$ cat src/hw/rtl/look_at_view_matrix_top_assert.svh
// Assertion macros for the look-at view matrix block.
// Used by look_at_view_matrix_top; needs clk and rst in scope.
`ifndef LOOK_AT_VIEW_MATRIX_TOP_ASSERT_SVH
`define LOOK_AT_VIEW_MATRIX_TOP_ASSERT_SVH

// Consequent checked in the same cycle as the antecedent.
`define LAV_ASSERT_NOW(lbl, ante, cons, msg) \
  lbl: assert property (@(posedge clk) disable iff (rst) (ante) |-> (cons)) else $error(msg);

// Consequent checked in the cycle after the antecedent.
`define LAV_ASSERT_NEXT(lbl, ante, cons, msg) \
  lbl: assert property (@(posedge clk) disable iff (rst) (ante) |=> (cons)) else $error(msg);

`endif

$ cat src/hw/rtl/lav_pkg.sv
// Shared constants and types for the look-at view matrix pipeline.
// No dependencies.
package lav_pkg;

  localparam int FRAC_BITS = 16;
  localparam int IN_W      = 32;
  localparam int COMP_W    = FRAC_BITS + 2;
  localparam int DIFF_W    = IN_W + 1;
  localparam int VEC_W     = (2 * FRAC_BITS + 3 > DIFF_W) ? 2 * FRAC_BITS + 3 : DIFF_W;
  localparam int WM_W      = 30;
  localparam int SQ_W      = 2 * WM_W;
  localparam int SUM_W     = SQ_W + 2;
  localparam int ROOT_W    = SUM_W / 2;
  localparam int Q_W       = FRAC_BITS + 1;
  localparam int COL_W     = 2;
  localparam logic [COL_W-1:0] COL_LAST = 2'd3;

  typedef logic [2:0][COMP_W-1:0] cvec_t;
  typedef logic [2:0][VEC_W-1:0]  wvec_t;
  typedef logic [2:0][IN_W-1:0]   evec_t;
  typedef logic [3:0][3:0][IN_W-1:0] mat_t;

  typedef struct packed {
    evec_t eye;
    cvec_t f;
    cvec_t r;
    logic  degen;
  } side_t;

endpackage

$ cat src/hw/rtl/lav_cross.sv
// Two-stage cross product r x f feeding the up-vector normaliser.
// Depends on lav_pkg.
module lav_cross import lav_pkg::*; (
  input  logic  clk,
  input  logic  rst,
  input  logic  adv,
  input  logic  in_valid,
  input  side_t in_side,
  output logic  out_valid,
  output wvec_t out_vec,
  output side_t out_side
);

  localparam int PW = 2 * COMP_W;

  logic               v1;
  logic [3:0][PW-1:0] p1;
  side_t              side1;
  logic signed [PW:0] t0;
  logic signed [PW:0] t1;
  logic signed [PW:0] t2;

  always_comb begin
    t0 = (PW+1)'($signed(p1[0]));
    t1 = -(PW+1)'($signed(p1[1]));
    t2 = (PW+1)'($signed(p1[2])) - (PW+1)'($signed(p1[3]));
  end

  always_ff @(posedge clk) begin
    if (rst) begin
      v1        <= 1'b0;
      out_valid <= 1'b0;
    end else if (adv) begin
      v1        <= in_valid;
      out_valid <= v1;
    end
  end

  always_ff @(posedge clk) begin
    if (adv) begin
      p1[0] <= $signed(in_side.r[1]) * $signed(in_side.f[2]);
      p1[1] <= $signed(in_side.r[0]) * $signed(in_side.f[2]);
      p1[2] <= $signed(in_side.r[0]) * $signed(in_side.f[1]);
      p1[3] <= $signed(in_side.r[1]) * $signed(in_side.f[0]);
      side1 <= in_side;
      out_vec[0] <= VEC_W'(t0);
      out_vec[1] <= VEC_W'(t1);
      out_vec[2] <= VEC_W'(t2);
      out_side   <= side1;
    end
  end

endmodule

$ cat config.mk
export PLATFORM = sky130hd
export DESIGN_NAME = lav_cross
export DESIGN_NICKNAME = d
export VERILOG_FILES = /design/src/hw/rtl/look_at_view_matrix_top_assert.svh /design/src/hw/rtl/lav_pkg.sv /design/src/hw/rtl/lav_cross.sv
export SDC_FILE = /design/constraint.sdc
export NUM_CORES = 2
export LEC_CHECK = 0
export ABC_AREA = 1
export BUFFER_PORTS_ARGS = -buffer_cell sky130_fd_sc_hd__clkbuf_2
export CORE_MARGIN = 2
export CORE_UTILIZATION = 40
export DETAILED_ROUTE_END_ITERATION = 16
export GPL_TIMING_DRIVEN = 0
export PLACE_DENSITY = 0.57
export SLEW_MARGIN = 20
export SYNTH_ARGS = -nofsm -noshare
export SYNTH_HDL_FRONTEND = slang
export SYNTH_SLANG_ARGS = --single-unit
$ cat constraint.sdc
create_clock -name clk -period 7.2 [get_ports clk]
set_input_delay 1.44 -clock clk [delete_from_list [all_inputs] [get_ports clk]]
set_output_delay 1.44 -clock clk [all_outputs]
set_load 0.01 [all_outputs]
==> impl_results.md <==
* DRC viols at 0
* Via count at 54500
* DP HPWL at 197 mm
* CTS root buf: clkbuf_16
* Slew Limit Fails at 0
* Ports at 520
* Reg2reg path depth at 9
* Post-synth top area share at 34.9%
* Mapped Avg Cell Area at 9.16 um^2
* Dpl cell area at 0.0801 mm^2
* Post-Syn Instances at 8099
* Required @ worst endpoint at 7670 ps
* Die footprint at 0.189 mm^2
* Initial antenna violation count at 5
* Die Height at 435 um
* Top cells by area, synth: fa_1 (35%), edfxtp_1 (27%), inv_1 (12%)
* Via/cell ratio at 4.86
* CTS tree: yes
* Hold_buf cts at 0
* Final period utilization at 98.9%
* Cell variety after synth at 47
* Latest clock arrival within the worst-skew pair at 730 ps
* Status: finished clean
* GRT Total Usage at 25.7%
* Synthesized area at 0.0741 mm^2
* H-tree Lvls at 3
* Max_cap viols at 0
* Clk sink count at 657
* Final Hold Vio Count at 0
* Clock Skew at 24.5 ps
* Routed WL per cell at 21.4 um
* Biggest area consumer among synthesized cells: fa_1
* PortBufs at 519
* Tmin final at 7120 ps
* Highest clock rate at 140 MHz
* Filler cells at 18100
* RSZ-0062 raised after global routing: true
* Endpoints failing setup at 0
* Seq/Total Area, Yosys at 26.6%
* Drt pass-1 iters at 10
* Rel. slew slack at 24.1%
* Number of global-route vias before repair at 56700
* Largest net degree at the start of global routing at 98
* Worst-path maximum fanout at 10
* Startpoint types: primary input
* Post-Syn Nets at 10000
* Final WL at 239 mm
* Synth Warn # at 0
* FF+latch count, synth at 657
* Initial DRC count at 4061
* Remaining antenna violation count at 0
* Worst hold stages at 0
* Crit path capture type: flip-flop
* Critical path type: primary input to flip-flop
* FP Rows at 158
* Longest Clk Path Bufs at 3
* Die W at 435 um
* Core box area at 0.185 mm^2
* Initial Util at 40.1%
* # nets final at 10500
* CP arrival at 7590 ps
* Layout cells sized above 1 at 10.3%
* Reg clk slew, reported paths at 60 ps
* Slew @ Worst Pin at 1140 ps
* Design area at 0.0827 mm^2
* Routability Congestion at 0.971
* Hold slack at 409 ps
* Layout Utilization at 44.7%
* First-pass GRT wire length at 356 mm
* Min-Delay Path Class: flip-flop to flip-flop
* Synth-to-Final Area Change at 11.5%
* TritonCTS Buffers at 76
* Total grt overflow at 0
[per-stage QoR]
stage,instances,setup TNS [ps],setup slack [ps]
final,11200,0,81.5
after global routing,11200,-28.2,-28.2
after global placement,11100,-4429300,-6990
after floorplan,8099,0,340
after detailed placement,11100,-96010,-1870
after CTS,11200,0,1.32
[final timing paths]
check          startpoint            to  slack [ps]
max          in_side[103]        p1[32]          80
min             side1[58]  out_side[58]         410
max reg2reg        p1[95]  out_vec[104]        4760
min reg2reg     side1[58]  out_side[58]         410
[flip-flops by register name, summed over array words and instances, names as in the netlist]
signal     flops
p1           140
out_valid      1
out_vec      105
v1             1
out_side     205
side1        205
[per-layer routing]
layer  GRT usage [%]  part of all wire [%]  vias up
met2            41.3                    46     2290
met3            4.73                   8.3      602
met1            32.8                    40    26900
li1                -                     -    24600
met4            14.1                   6.4        4
met5               0                 0.011        -
[logic make-up (layout without fill, tap and decap cells)]
logic type / count (synthesis) / after routing / synth area share (%)
AOI/OAI and AO/OA: 300 / 300 / 2.23
DFF: 657 / 657 / 26.6
buffers and inverters: 2695 / 3305 / 13.7
and+or+nand+nor: 2616 / 2616 / 14.2
xor gates and xnor gates: 139 / 139 / 1.64
adders and majority gates: 1692 / 1692 / 41.6
other: 0 / 9 / 0
[what timing repair did]
action / CTS / global route
pin swaps: 0 / 1
setup endpoints to repair: 79 / 59
resized for setup: 136 / 153
setup buffers: 0 / 4
[synth_stat cells, drive strengths merged]
library cell	n
nand2b	1
or2	19
a31o	1
o21a	5
nand3	159
o211ai	2
nand2	2003
a21oi	168
ha	399
a31oi	1
clkbuf	264
xor2	106
dfxtp	2
nand3b	16
fa	1293
and3	2
edfxtp	655
a21boi	4
clkinv	1
nor3	41
buf	21
nand4	57
nor2	304
and2	3
xnor2	33
o21ai	82
a21o	12
nor4	11
o21bai	25
inv	2409
[layout by cell type (no fill, tap or decap), drive strengths merged]
cell type / instances
inv: 2417
nand3: 159
o21bai: 25
clkbuf: 815
nor3: 41
xor2: 106
a21boi: 4
and3: 2
buf: 38
clkinv: 24
a31oi: 1
xnor2: 33
a21oi: 168
nand2: 2003
dfxtp: 2
a21o: 12
clkinvlp: 6
clkdlybuf4s15: 1
nand2b: 1
edfxtp: 655
nor2: 304
o21ai: 82
ha: 399
nand4: 57
o211ai: 2
and2: 3
nor4: 11
nand3b: 16
or2: 19
bufinv: 4
diode: 9
fa: 1293
a31o: 1
o21a: 5
[final cells by class]
type	count	area (um^2)	share of cell area [%]
multi-input cells	4747	44400	53.6
flip-flops and latches	657	19700	23.8
inverters	2410	9050	10.9
well taps	2480	3100	3.75
repair buffers	530	2830	3.42
clock buffers	98	1990	2.41
plain buffers	226	1150	1.40
clock inverters	41	462	0.558
diodes	9	22.5	0.0272
[critical path, cell delays in order]
cell	delay, ps
clkbuf_2	90
clkbuf_2	550
clkbuf_2	440
nand2_1	140
fa_1	570
inv_1	60
fa_1	460
fa_1	630
fa_1	480
fa_1	510
inv_1	50
fa_1	470
inv_1	40
ha_1	400
nand2_1	140
nor2_1	280
inv_1	120
nor2_1	250
nand3_1	210
nand3_1	150
nand2_1	70
Power is left out: the tool's default activity adds up to more than one toggle a clock period on the data nets, which glitch-free logic cannot reach.
